==> config.mk <==
export PLATFORM = sky130hd
export DESIGN_NAME = cmli_div
export DESIGN_NICKNAME = d
export VERILOG_FILES = /design/src/hw/rtl/cmli_pkg.sv /design/src/hw/rtl/cmli_div.sv
export SDC_FILE = /design/constraint.sdc
export NUM_CORES = 1
export LEC_CHECK = 0
export ABC_AREA = 1
export BUFFER_PORTS_ARGS = -buffer_cell sky130_fd_sc_hd__buf_2
export CORE_ASPECT_RATIO = 2
export CORE_MARGIN = 8
export CORE_UTILIZATION = 55
export CTS_CLUSTER_SIZE = 25
export DETAILED_ROUTE_END_ITERATION = 10
export PLACE_DENSITY_LB_ADDON = 0.12
export SYNTH_ARGS = -nofsm -noshare
export SYNTH_HDL_FRONTEND = slang
export SYNTH_SLANG_ARGS = --single-unit
==> constraint.sdc <==
create_clock -name clk -period 4.26 [get_ports clk]
set_input_delay 0.852 -clock clk [delete_from_list [all_inputs] [get_ports clk]]
set_output_delay 0.852 -clock clk [all_outputs]
set_load 0.01 [all_outputs]
==> src/hw/rtl/cmli_pkg.sv <==
// shared types and constants of the color map lookup block
package cmli_pkg;

  // transaction kinds on the input channel
  localparam logic KIND_LOAD  = 1'b0;
  localparam logic KIND_PIXEL = 1'b1;

  // map modes
  localparam logic [1:0] MODE_VALUES    = 2'd0;
  localparam logic [1:0] MODE_INTERVALS = 2'd1;
  localparam logic [1:0] MODE_RAMP      = 2'd2;

  // configuration register indexes
  localparam logic [1:0] CFG_MODE        = 2'd0;
  localparam logic [1:0] CFG_BAND_COUNT  = 2'd1;
  localparam logic [1:0] CFG_ENTRY_COUNT = 2'd2;

  // supported band counts
  localparam logic [2:0] BANDS_ONE   = 3'd1;
  localparam logic [2:0] BANDS_THREE = 3'd3;
  localparam logic [2:0] BANDS_FOUR  = 3'd4;

  // status codes
  localparam logic STATUS_OK       = 1'b0;
  localparam logic STATUS_BAD_BAND = 1'b1;

  localparam int QUOT_W = 8;
  localparam int NUM_W  = 40;

  // search record that walks down the row of cells
  typedef struct packed {
    logic signed [31:0] v;
    logic               exact;
    logic [31:0]        ecol;
    logic               upper;
    logic signed [31:0] lo_key;
    logic [31:0]        lo_col;
    logic signed [31:0] hi_key;
    logic [31:0]        hi_col;
    logic signed [31:0] prev_key;
    logic [31:0]        prev_col;
    logic signed [31:0] first_key;
    logic [31:0]        first_col;
    logic signed [31:0] end_key;
    logic [31:0]        end_col;
  } cmli_rec_t;

  // divider lane control
  typedef struct packed {
    logic load;
    logic step;
  } cmli_div_ctl_t;

endpackage

==> src/hw/rtl/cmli_div.sv <==
// restoring divider lane, one quotient bit per step
module cmli_div import cmli_pkg::*; (
  input  logic              clk,
  input  cmli_div_ctl_t     ctl,
  input  logic [NUM_W-1:0]  num,
  input  logic [31:0]       span,
  output logic [QUOT_W-1:0] quot
);

  logic [NUM_W-1:0]  rem_r;
  logic [NUM_W-1:0]  dvs_r;
  logic [QUOT_W-1:0] q_r;

  always_ff @(posedge clk) begin
    if (ctl.load) begin
      rem_r <= num;
      dvs_r <= {1'b0, span, 7'b0};
      q_r   <= '0;
    end else if (ctl.step) begin
      if (rem_r >= dvs_r) begin
        rem_r <= rem_r - dvs_r;
        q_r   <= {q_r[QUOT_W-2:0], 1'b1};
      end else begin
        q_r   <= {q_r[QUOT_W-2:0], 1'b0};
      end
      dvs_r <= {1'b0, dvs_r[NUM_W-1:1]};
    end
  end

  assign quot = q_r;

endmodule

==> results.cfg <==
[finish]
fin_area_um2 = 7660
final_cells = 1252
final_cell_mix = nand2_1, inv_1, nand3_1, nor2_1, buf_2
synthToLayoutAreaGrowth_pct = 12.8
final_nets = 1215
drive_above_1_share = 0.128
layout_commonest_cell = nand2_1
antenna_cells = 0

[placed_design]
placedInstanceArea_um2 = 7350
dp_hpwl_um = 15000
dp.cells = 1236
gp_congestion = 0.957
post-place-ws_ps = 1400
io_buffers = 82

[sta]
fin_crit_sh = 0.651
setup_ws_ps = 1490
fin_setup_tns_ps = 0
slew_headroom = 0.562
drv_slew = 0
hold_violations = 0
fin_skew_ps = 8.96
worst_pin_slew_ps = 657
rsz0062_at_grt = no
fmax_ghz = 0.360
min_period_ps = 2770
setup_viol = 0

[clock_tree]
htree_levels = 3
insertion_delay_ps = 350
clock-sinks = 87
clk_pin_slew_worst_paths_ps = 70
cts_hold_buffers = 0
cts-resized-gates = 0
cts_tree = done
cts_setup_buffers = 0
clockBufferDepth = 2
cts_buffers = 9
cts_root_buf = clkbuf_16

[power]
p_leak_uw = 0.00414
powerDensity_nw_per_um2 = 536
ir_drop_mv = 0.305

[detailed_routing]
vias_per_cell = 5.09
drtAntennaViolNets = 0
drt_first_pass_iters = 4
vias = 6377
wl_per_cell_um = 14.9
drc_errors = 0
wl_um = 18700
drt-initial-drc-count = 433

[die]
start_util = 0.560
die_area_um2 = 16400
num_rows = 57
fp.coreArea_um2 = 12100
ioPinCount = 83
die_y_um = 173
die_x_um = 94.6

[hold_path]
hold_path_class = reg2reg

[critical_path]
arrival_ps = 2860
critPathKind = reg2reg
critPathCaptureType = flop
cp.required_ps = 4350
startpoint_type = flop
worstPathMaxFanout = 29

[global_routing]
use_met2 = 0.458
grt_util_met3 = 0.0343
grt_usage = 0.238
grt_pass1_vias = 6665
grt_max_degree = 45
gr-usage-met1 = 0.226
grt.overflow.total = 0
busiest_layer = met2
grt_pass1_wl_um = 30500
antenna_found_initial = 0

[flow_run]
drv_cap = 0

[logic_synthesis]
synthesis.nets = 1138
avgSynthCellArea_um2 = 6.64
yosysSeqAreaShare = 0.363
yosysWarnings = 0
synthCells = 1023
ys_types = 32
ys_ff_latch = 87
syn_area_um2 = 6790

[run_status]
status = completed
## power breakdown
group	total (uW)	internal (uW)	switching [uW]
logic	2080	725	1350
registers	1200	1140	63.7
clock network	827	474	353
total	4110	2340	1770
## flip-flops by register name, indices dropped and copies added (netlist names)
signal,cells
dvs_r,39
quot,8
rem_r,40
## final timing paths
| path | startpoint | end | slack, ps | depth (start not counted) |
|---|---|---|---|---|
| max | rem_r[0] | rem_r[18] | 1490 | 15 |
| min | dvs_r[2] | dvs_r[1] | 490 | 2 |
| max reg2reg | rem_r[0] | rem_r[18] | 1490 | 15 |
| min reg2reg | dvs_r[2] | dvs_r[1] | 490 | 2 |
## critical path, stage by stage (launching register included)
cell	delay [ps]
edfxtp_1	360
inv_1	60
ha_1	130
inv_1	60
fa_1	420
nand2_1	100
nand3_1	80
nand3_1	90
nand2_2	90
nand2_1	80
nand3_2	110
nand3_1	90
nand2_1	60
nand2_1	50
nand2_1	350
buf_12	330
## cells in the mapped netlist
cell type | instances | area share
edfxtp_1 | 72 | 0.32
a21boi_0 | 1 | 0.0011
buf_4 | 1 | 0.0011
nor2_2 | 3 | 0.0028
o21bai_1 | 2 | 0.0022
a21o_1 | 3 | 0.0033
nor2_1 | 84 | 0.046
inv_2 | 1 | 0.00055
xnor2_1 | 9 | 0.012
nand4_1 | 2 | 0.0018
xor2_1 | 2 | 0.0026
o21ai_1 | 6 | 0.0044
fa_1 | 1 | 0.0029
inv_1 | 175 | 0.097
and2_1 | 1 | 0.00092
nand3_2 | 8 | 0.012
or2_1 | 3 | 0.0028
nand2_1 | 388 | 0.21
o21bai_2 | 1 | 0.0017
nand2_2 | 13 | 0.012
clkbuf_1 | 18 | 0.0099
o21ai_0 | 31 | 0.023
nor3b_1 | 1 | 0.0011
nand3_1 | 86 | 0.063
or2_2 | 6 | 0.0055
nor2_4 | 4 | 0.0066
a21oi_1 | 38 | 0.028
ha_1 | 39 | 0.072
nor3_1 | 4 | 0.0029
or2_0 | 1 | 0.00092
buf_2 | 4 | 0.0029
dfxtp_1 | 15 | 0.044
## kinds of logic (layout without fill, tap and decap cells)
kind of cell / after synthesis / after routing / synth area share
compound gates: 82 / 82 / 0.0636
fa+ha+maj: 40 / 40 / 0.0748
simple gates: 604 / 604 / 0.374
buf+inv: 199 / 281 / 0.111
xor+xnor: 11 / 11 / 0.0142
flops: 87 / 87 / 0.363
## through the flow
| step | total power (uW) | utilization | hold WS, ps |
|---|---|---|---|
| final | 4110 | 0.632 | 490 |
| after CTS | 4120 | 0.632 | 495 |
| after floorplan | 2760 | - | 444 |
| after detailed placement | 3280 | 0.607 | 478 |
| after global routing | 4440 | 0.632 | 519 |
| after global placement | 3250 | 0.607 | 471 |
## routing by layer
metal,vias up,routed length (um)
met5,-,0
met4,0,966
met3,51,588
met2,134,10400
met1,2844,6690
li1,3348,-
## layout make-up
type / instances / area, um^2
well taps: 147 / 184
clock inverters: 6 / 67.6
flip-flops and latches: 87 / 2460
repair buffers: 89 / 475
multi-input cells: 737 / 3570
inverters: 176 / 661
fillers: 1208 / 4460
clock buffers: 10 / 239
Power figures use the tool's default switching activity.
