File: src/hw/rtl/cmli_pkg.sv
// shared types and constants of the color map lookup block
package cmli_pkg;

  // transaction kinds on the input channel
  localparam logic KIND_LOAD  = 1'b0;
  localparam logic KIND_PIXEL = 1'b1;

  // map modes
  localparam logic [1:0] MODE_VALUES    = 2'd0;
  localparam logic [1:0] MODE_INTERVALS = 2'd1;
  localparam logic [1:0] MODE_RAMP      = 2'd2;

  // configuration register indexes
  localparam logic [1:0] CFG_MODE        = 2'd0;
  localparam logic [1:0] CFG_BAND_COUNT  = 2'd1;
  localparam logic [1:0] CFG_ENTRY_COUNT = 2'd2;

  // supported band counts
  localparam logic [2:0] BANDS_ONE   = 3'd1;
  localparam logic [2:0] BANDS_THREE = 3'd3;
  localparam logic [2:0] BANDS_FOUR  = 3'd4;

  // status codes
  localparam logic STATUS_OK       = 1'b0;
  localparam logic STATUS_BAD_BAND = 1'b1;

  localparam int QUOT_W = 8;
  localparam int NUM_W  = 40;

  // search record that walks down the row of cells
  typedef struct packed {
    logic signed [31:0] v;
    logic               exact;
    logic [31:0]        ecol;
    logic               upper;
    logic signed [31:0] lo_key;
    logic [31:0]        lo_col;
    logic signed [31:0] hi_key;
    logic [31:0]        hi_col;
    logic signed [31:0] prev_key;
    logic [31:0]        prev_col;
    logic signed [31:0] first_key;
    logic [31:0]        first_col;
    logic signed [31:0] end_key;
    logic [31:0]        end_col;
  } cmli_rec_t;

  // divider lane control
  typedef struct packed {
    logic load;
    logic step;
  } cmli_div_ctl_t;

endpackage

File: src/hw/rtl/cmli_cell.sv
// one table slot: holds a key and color and updates the passing search record
module cmli_cell import cmli_pkg::*; #(
  parameter int IDX = 0,
  parameter int CW  = 5
) (
  input  logic               clk,
  input  logic               rst_n,
  input  logic               we,
  input  logic signed [31:0] wr_key,
  input  logic [31:0]        wr_col,
  input  logic [CW-1:0]      n_i,
  input  logic               vld_i,
  input  cmli_rec_t          rec_i,
  output logic               vld_o,
  output cmli_rec_t          rec_o
);

  logic signed [31:0] key_r;
  logic [31:0]        col_r;
  logic               vld_r;
  cmli_rec_t          rec_r;
  cmli_rec_t          rec_nxt;
  logic               act;

  always_ff @(posedge clk) begin
    if (we) begin
      key_r <= wr_key;
      col_r <= wr_col;
    end
  end

  assign act = (CW'(IDX) < n_i);

  always_comb begin
    rec_nxt = rec_i;
    if (act) begin
      if (!rec_i.exact && key_r == rec_i.v) begin
        rec_nxt.exact = 1'b1;
        rec_nxt.ecol  = col_r;
      end
      if (IDX != 0 && !rec_i.upper && key_r > rec_i.v) begin
        rec_nxt.upper  = 1'b1;
        rec_nxt.lo_key = rec_i.prev_key;
        rec_nxt.lo_col = rec_i.prev_col;
        rec_nxt.hi_key = key_r;
        rec_nxt.hi_col = col_r;
      end
      rec_nxt.prev_key = key_r;
      rec_nxt.prev_col = col_r;
      if (IDX == 0) begin
        rec_nxt.first_key = key_r;
        rec_nxt.first_col = col_r;
      end
      if (CW'(IDX + 1) == n_i) begin
        rec_nxt.end_key = key_r;
        rec_nxt.end_col = col_r;
      end
    end
  end

  always_ff @(posedge clk) begin
    if (!rst_n) begin
      vld_r <= 1'b0;
    end else begin
      vld_r <= vld_i;
    end
  end

  always_ff @(posedge clk) begin
    rec_r <= rec_nxt;
  end

  assign vld_o = vld_r;
  assign rec_o = rec_r;

endmodule

File: config.mk
export PLATFORM = sky130hd
export DESIGN_NAME = cmli_cell
export DESIGN_NICKNAME = d
export VERILOG_FILES = /design/src/hw/rtl/cmli_pkg.sv /design/src/hw/rtl/cmli_cell.sv
export SDC_FILE = /design/constraint.sdc
export NUM_CORES = 1
export LEC_CHECK = 0
export BUFFER_PORTS_ARGS = -buffer_cell sky130_fd_sc_hd__buf_2
export CAP_MARGIN = 20
export CELL_PAD_IN_SITES_DETAIL_PLACEMENT = 1
export CELL_PAD_IN_SITES_GLOBAL_PLACEMENT = 1
export CORE_AREA = 2 2 332 334
export CTS_BUF_LIST = sky130_fd_sc_hd__clkbuf_4
export DETAILED_ROUTE_END_ITERATION = 8
export DIE_AREA = 0 0 334 336
export PLACE_DENSITY_LB_ADDON = 0.1
export SLEW_MARGIN = 20
export SYNTH_ARGS = -nofsm -noshare
export SYNTH_HDL_FRONTEND = slang
export SYNTH_SLANG_ARGS = --single-unit
File: constraint.sdc
create_clock -name clk -period 6.31 [get_ports clk]
set_input_delay 0.631 -clock clk [delete_from_list [all_inputs] [get_ports clk]]
set_output_delay 0.631 -clock clk [all_outputs]
set_load 0.02 [all_outputs]
==> qor.txt, run 1 <==
status = finished, final reports clean
startpoint types = flip-flop
Syn. warnings = 0
via count = 12.7k
DIE HEIGHT = 336 um
Cell Rows = 121
register area share after synthesis = 77.4%
Worst EP required = 7.14 ns
r2r setup slk = 2.70 ns
Buffers on Ports = 845
Relative slew margins = 30.0%
RSZ-0062 raised after global routing = false
GRT Total Usage = 12.2%
reg2reg start = key_r[28]
H-Tree Level Count = 4
setup violators final = 0
fmax = 0.277 GHz
WP buf/inv = 1
HPWL after DPL = 53400 um
Final WS setup = 2.70 ns
Nets = 2837
Worst path depth = 6
met1 wire length = 23800 um
end of the critical path = rec_o[347]
total gr overflow = 0
Clk Latency, worst-skew pair = 1.00 ns
Setup Buffers After CTS = 0
CTS Buf Count = 143
Netlist cell types = 18
Core Footprint = 108000 um^2
Routed wire per std cell = 17.8 um
Mapped Area = 12500 um^2
number of synthesized register bits = 451
cts hold-fix bufs = 463
setup TNS = 0 ns
Clock Root Buffer = clkbuf_4
Max stage delay on crit path = 0.91 ns
vias in the first global route = 14.7k
worst slew pin tran = 1.04 ns
Pre-antenna DRT Iters = 4
initial antenna violation count = 12
met2 WL = 38500 um
worst-path cell chain = xor2_1 > nor4_1 > nand4_1 > nor4_4 > buf_4 > mux2_2
HP Class = input port to flip-flop
DRC = 0
clk buf depth = 3
area grow syn2layout = 100%
First DRT Iteration DRCs = 242
Synth Area per Inst = 13.2 um^2
Crit-path slowest cell = nor4_1
Detailed Route WL = 69800 um
Worst Clk Skew = 0.0629 ns
maximum vdd drop = 109 uV
layout cell share with drive strength beyond 1 = 47.5%
max-cap viol count = 0
CP endpoint kind = flip-flop
worst reg-to-reg path cell count = 6
Post-Route Utilization = 23.1%
Syn Nets = 1407
Final Hold Vio Count = 0
delay-heaviest family, CP = simple AND/OR/NAND/NOR gates
Final Critical Period = 3.61 ns
Final ANT Viol Nets = 0
global-route wire length before repair = 97600 um
Initial Utilization = 11.5%
DIE WIDTH = 334 um
clock sink total = 451
CTS-repair resized insts = 0
Worst-path clk slew = 0.06 ns
GPL Wtd Cong = 0.719
Final Slew Violations = 0
Synth Instances = 948
CP arrival = 4.44 ns
CTS tree = done
critical path class = flip-flop to flip-flop
wire length on met3 = 5620 um
Post-Place Worst Slack = 2.46 ns
Max Used Layer = met5
largest fanout on the critical path = 32
crit path from = key_r[28]
leak pwr = 11.7 nW
Via density = 3.23
fin crit share = 57.2%
largest net degree at the start of global routing = 68
Die ar. = 112000 um^2
PwrDens = 290 nW/um^2
io pins = 846
Worst R2R End = rec_o[347]
metrics by stage:
| step | cells | hold slack [ns] | total power [mW] | cell area [um^2] |
|---|---|---|---|---|
| global placement | 3184 | 0.509 | 4.01 | 18400 |
| CTS | 3900 | 0.0695 | 7.48 | 25000 |
| finish | 3914 | 0.273 | 7.24 | 25000 |
| floorplan | 948 | 0.468 | 3.55 | 12500 |
| detailed placement | 3184 | 0.525 | 4.01 | 18500 |
| global route | 3913 | 0.0931 | 7.69 | 25000 |
cells in the mapped netlist:
library cell / n / share of area [%]
dfxtp_1: 387 / 62
nand2_1: 322 / 9.7
mux2_2: 93 / 8.4
edfxtp_1: 64 / 15
xor2_1: 32 / 2.2
clkbuf_1: 20 / 0.60
nor4_1: 9 / 0.45
buf_1: 7 / 0.21
buf_6: 3 / 0.27
mux2_1: 3 / 0.27
and2_1: 1 / 0.050
inv_1: 1 / 0.030
nand2b_1: 1 / 0.050
nand3_1: 1 / 0.040
nand4_1: 1 / 0.050
nor2b_1: 1 / 0.050
nor4_4: 1 / 0.17
o31ai_1: 1 / 0.060
power by group:
group	switching, mW	internal [mW]
Combinational	0.515	0.451
Clock	1.42	1.65
Sequential	0.0784	3.12
Total	2.01	5.22
per-layer routing:
layer | up-vias | GRT usage (%)
li1 | 6046 | -
met1 | 5927 | 11.3
met2 | 550 | 23.5
met3 | 126 | 4.80
met4 | 2 | 4.83
met5 | - | 0
tightest hold or removal path, stage by stage:
cell     delay, ns
buf_2         0.16
nor2b_4       0.12
nand2_1       0.19
nand2_1       0.07
area by class of cell:
type                            instances  area (um^2)
Multi-Input combinational cell        466         2710
Clock buffer                          217         1630
Antenna cell                           14         35.0
Clock inverter                         36          238
Fill cell                           12700        83400
Timing Repair Buffer                 1315         8930
Sequential cell                       451         9670
Tap cell                             1414         1770
Inverter                                1         3.75
cells by family (layout without fill, tap and decap cells):
logic type	Yosys count	after routing	share of synthesized area (%)
compound gates	1	1	0.0601
xor+xnor	32	32	2.24
buf+inv	31	1569	1.11
flops	451	451	77.4
mux	96	96	8.65
other cells	0	14	0
simple gates	337	337	10.5
flip-flops by register name (all words and copies together) (netlist names):
name and cells:
col_r 32, rec_o 386, vld_o 1, key_r 32
worst min-delay path by stage:
stage                     slack (ns)    endpoint  depth (start not counted)  startpoint
final                           0.27  rec_o[171]                          4      n_i[0]
after global placement          0.51   rec_o[10]                          1   col_r[10]
after global routing            0.09  rec_o[193]                          2  rec_i[193]
after CTS                       0.07  rec_o[305]                          2  rec_i[305]
after floorplan                 0.47  rec_o[128]                          2    col_r[0]
after detailed placement        0.52  rec_o[145]                          2   col_r[17]
placed cells by master, fill, tap and decap left out:
cell type      synthesis  layout
and2_1                 1       1
buf_12                 0       1
buf_2                  0     844
buf_4                  0       7
bufinv_16              0       2
clkbuf_4               0     217
clkinv_1               0      21
clkinv_4               0       2
clkinvlp_4             0       4
dfxtp_1              387     387
diode_2                0      14
dlygate4sd3_1          0     463
edfxtp_1              64      64
inv_1                  1       1
inv_2                  0       2
inv_6                  0       5
mux2_1                 3       3
mux2_2                93      93
nand2_1              322     321
nand2_4                0       1
nand2b_4               0       1
nand3_1                1       1
nand4_1                1       1
nor2b_4                0       1
nor4_1                 9       8
nor4_2                 0       1
nor4_4                 1       1
o31ai_1                1       1
xor2_1                32      32
No activity file was read; power rests on OpenSTA's default activity.
==> run 2, diff against run 1 <==
Clock period 6.31 ns to 3.5 ns, I/O delays scaled along.
==> run 2 against run 1 <==
The run now fails in 4_1_cts. Synthesized area did not move. Synthesized cell count unchanged.
==> qor.txt, run 2 <==
status = aborted with a tool error
Stop stage = 4_1_cts
Err = [ERROR RSZ-0060] Max buffer count reached.
Post-synth top flop = dfxtp_1
Setup Buffers After CTS = 0
Mapped Area = 12500 um^2
CTS-repair resized insts = 0
HPWL after DPL = 53600 um
Post-synth EDFFs = 64
H-Tree Level Count = 4
DIE HEIGHT = 336 um
io pins = 846
clk buf depth = 3
Syn Nets = 1407
Buffers on Ports = 845
post-synth top area share = 62.0%
asr flop ratio synth = 0%
Initial Utilization = 11.5%
Synth Instances = 948
Post-Place Worst Slack = 0.560 ns
Syn. warnings = 0
DIE WIDTH = 334 um
CTS Buf Count = 148
number of synthesized register bits = 451
clock sink total = 451
top-count cell post-synth = dfxtp_1
Netlist cell types = 18
largest area contributor in the netlist = dfxtp_1
cts hold-fix bufs = 692
GPL Wtd Cong = 0.714
Cell Rows = 121
Clock Root Buffer = clkbuf_4
register area share after synthesis = 77.4%
Synth area leaders = dfxtp_1 (62%), edfxtp_1 (15%), nand2_1 (9.7%), mux2_2 (8.4%), xor2_1 (2.2%)
Post-synth top cells = dfxtp_1 (387), nand2_1 (322), mux2_2 (93)
Synth Area per Inst = 13.2 um^2
## run 2: cells by family after synthesis
logic type / count (synthesis) / share of synthesized area [%]
XOR/XNOR: 32 / 2.24
AO/OA/AOI/OAI: 1 / 0.0601
multiplexers: 96 / 8.65
buffers and inverters: 31 / 1.11
flip-flops: 451 / 77.4
AND/OR/NAND/NOR: 337 / 10.5
## run 2: metrics by stage
stage	hold slack, ns	cell area [um^2]	instances
3_3_place_gp	0.453	18500	3190
2_1_floorplan	0.378	12500	948
3_5_place_dp	0.454	18500	3190
==> run 3, diff against run 2 <==
Settings changed: CELL_PAD_IN_SITES_DETAIL_PLACEMENT 1 to unset, CELL_PAD_IN_SITES_GLOBAL_PLACEMENT 1 to unset, CORE_AREA 2 2 332 334 to 2 2 330 332, CTS_BUF_LIST sky130_fd_sc_hd__clkbuf_4 to unset, DIE_AREA 0 0 334 336 to 0 0 332 334, PLACE_DENSITY_LB_ADDON 0.1 to 0.15.
==> run 3 against run 2 <==
The flow now finishes without violations.
==> qor.txt, run 3 (synthesis gave the netlist of run 1 again) <==
status = finished, final reports clean
Worst R2R End = rec_o[345]
startpoint types = flip-flop
Core Footprint = 108000 um^2
fmax = 0.339 GHz
Final Hold Vio Count = 0
hold_sp = rec_i[125]
combinational share of power = 12.8%
Clock Root Buffer = clkbuf_16
Hold Path Stages = 3
Worst-path clk slew = 0.06 ns
largest net degree at the start of global routing = 54
critical path class = flip-flop to flip-flop
Final Slew Violations = 0
r2r setup slk = 0.55 ns
fin crit share = 84.4%
total power = 13.5 mW
reg2reg start = key_r[28]
setup TNS = 0 ns
maximum vdd drop = 323 uV
crit path from = key_r[28]
PwrDens = 539 nW/um^2
dpl cells = 3188
clk buf depth = 3
Via density = 3.18
Detailed Route WL = 62600 um
NetSw = 3.44 mW
largest fanout on the critical path = 32
hold endpoint = rec_o[125]
WHS = 0.0314 ns
worst slew pin tran = 0.813 ns
vias in the first global route = 13.3k
io pins = 846
Buffers on Ports = 845
Largest register FFs = 386
Relative slew margins = 45.6%
Nets = 2740
DRC = 0
DIE HEIGHT = 334 um
Die ar. = 111000 um^2
DIE WIDTH = 332 um
Worst EP required = 4.01 ns
HPWL after DPL = 48000 um
CTS tree = done
Routed wire per std cell = 16.7 um
HP Class = input port to flip-flop
sw frac = 25.5%
initial antenna violation count = 11
GRT Total Usage = 10.8%
Final ANT Viol Nets = 0
Pre-antenna DRT Iters = 6
RSZ-0062 raised after global routing = false
Finished Layout Cells = 3743
Cell Rows = 121
global-route wire length before repair = 87500 um
via count = 11.9k
Final Critical Period = 2.95 ns
worst reg-to-reg path cell count = 6
commonest non-fill, non-tap cell in the layout = buf_2
CP arrival = 3.46 ns
most frequent cells in the layout = buf_2 (844), dlygate4sd3_1 (449), dfxtp_1 (387), nand2_1 (321), mux2_2 (93)
P_int = 10.1 mW
Clk pwr share = 44.6%
leak pwr = 11.5 nW
Worst Clk Skew = 0.0223 ns
Clk Latency, worst-skew pair = 0.63 ns
GPL Wtd Cong = 0.798
clock sink total = 451
Setup Buffers After CTS = 0
max-cap viol count = 0
layout cell share with drive strength beyond 1 = 44.8%
setup violators final = 0
H-Tree Level Count = 2
area grow syn2layout = 100%
Seq pwr share = 42.7%
total gr overflow = 0
CP endpoint kind = flip-flop
First DRT Iteration DRCs = 344
Initial Utilization = 11.6%
CTS Buf Count = 56
run 3: worst max-delay path, stage by stage (launching register included):
cell and delay [ns]:
edfxtp_1 0.43, xor2_1 0.27, nor4_1 0.64, nand4_1 0.37, nor4_4 0.39, buf_12 0.28
mux2_2 0.38
run 3: through the flow:
step	setup WS (ns)	util [%]	cell area [um^2]
2_1_floorplan	1.43	-	12500
3_3_place_gp	0.136	17.2	18600
3_5_place_dp	0.486	17.2	18600
4_1_cts	0.460	23.2	25000
5_1_grt	0.424	23.2	25000
6_report	0.546	23.2	25000
run 3: per-layer routing:
metal | share of wire [%] | track usage (%)
met2 | 53 | 20.6
met1 | 37 | 11.3
met3 | 7.1 | 3.17
met5 | 0.10 | 0
met4 | 2.4 | 3.28
run 3: power groups by stage:
| stage | clock [mW] | sequential, mW | combinational [mW] |
|---|---|---|---|
| after floorplan | 0 | 6.23 | 0.178 |
| after global placement | 0 | 5.87 | 1.34 |
| after detailed placement | 0 | 5.87 | 1.34 |
| after CTS | 6.28 | 5.76 | 1.76 |
| after global routing | 6.44 | 5.79 | 1.85 |
| final | 6.01 | 5.76 | 1.72 |
run 3: layout make-up:
type	instances	area, um^2
Antenna cell	3	7.51
Clock buffer	87	1770
Clock inverter	16	163
Fill cell	11700	82800
Inverter	1	3.75
Multi-Input combinational cell	466	2710
Sequential cell	451	9670
Tap cell	1414	1770
Timing Repair Buffer	1305	8910
run 3: timing repair:
action | 4_1_cts | 5_1_grt
hold buffers | 449 | 0
setup endpoints to repair | 0 | 0
endpoints found under the hold margin | 448 | 0
resized for setup | 0 | 0
run 3: worst max path at each step:
stage | endpoint | slack, ns | depth (start not counted)
final | rec_o[345] | 0.55 | 6
after global placement | rec_o[331] | 0.14 | 7
after floorplan | rec_o[324] | 1.43 | 6
after CTS | rec_o[334] | 0.46 | 6
after global routing | rec_o[345] | 0.42 | 6
after detailed placement | rec_o[342] | 0.49 | 7
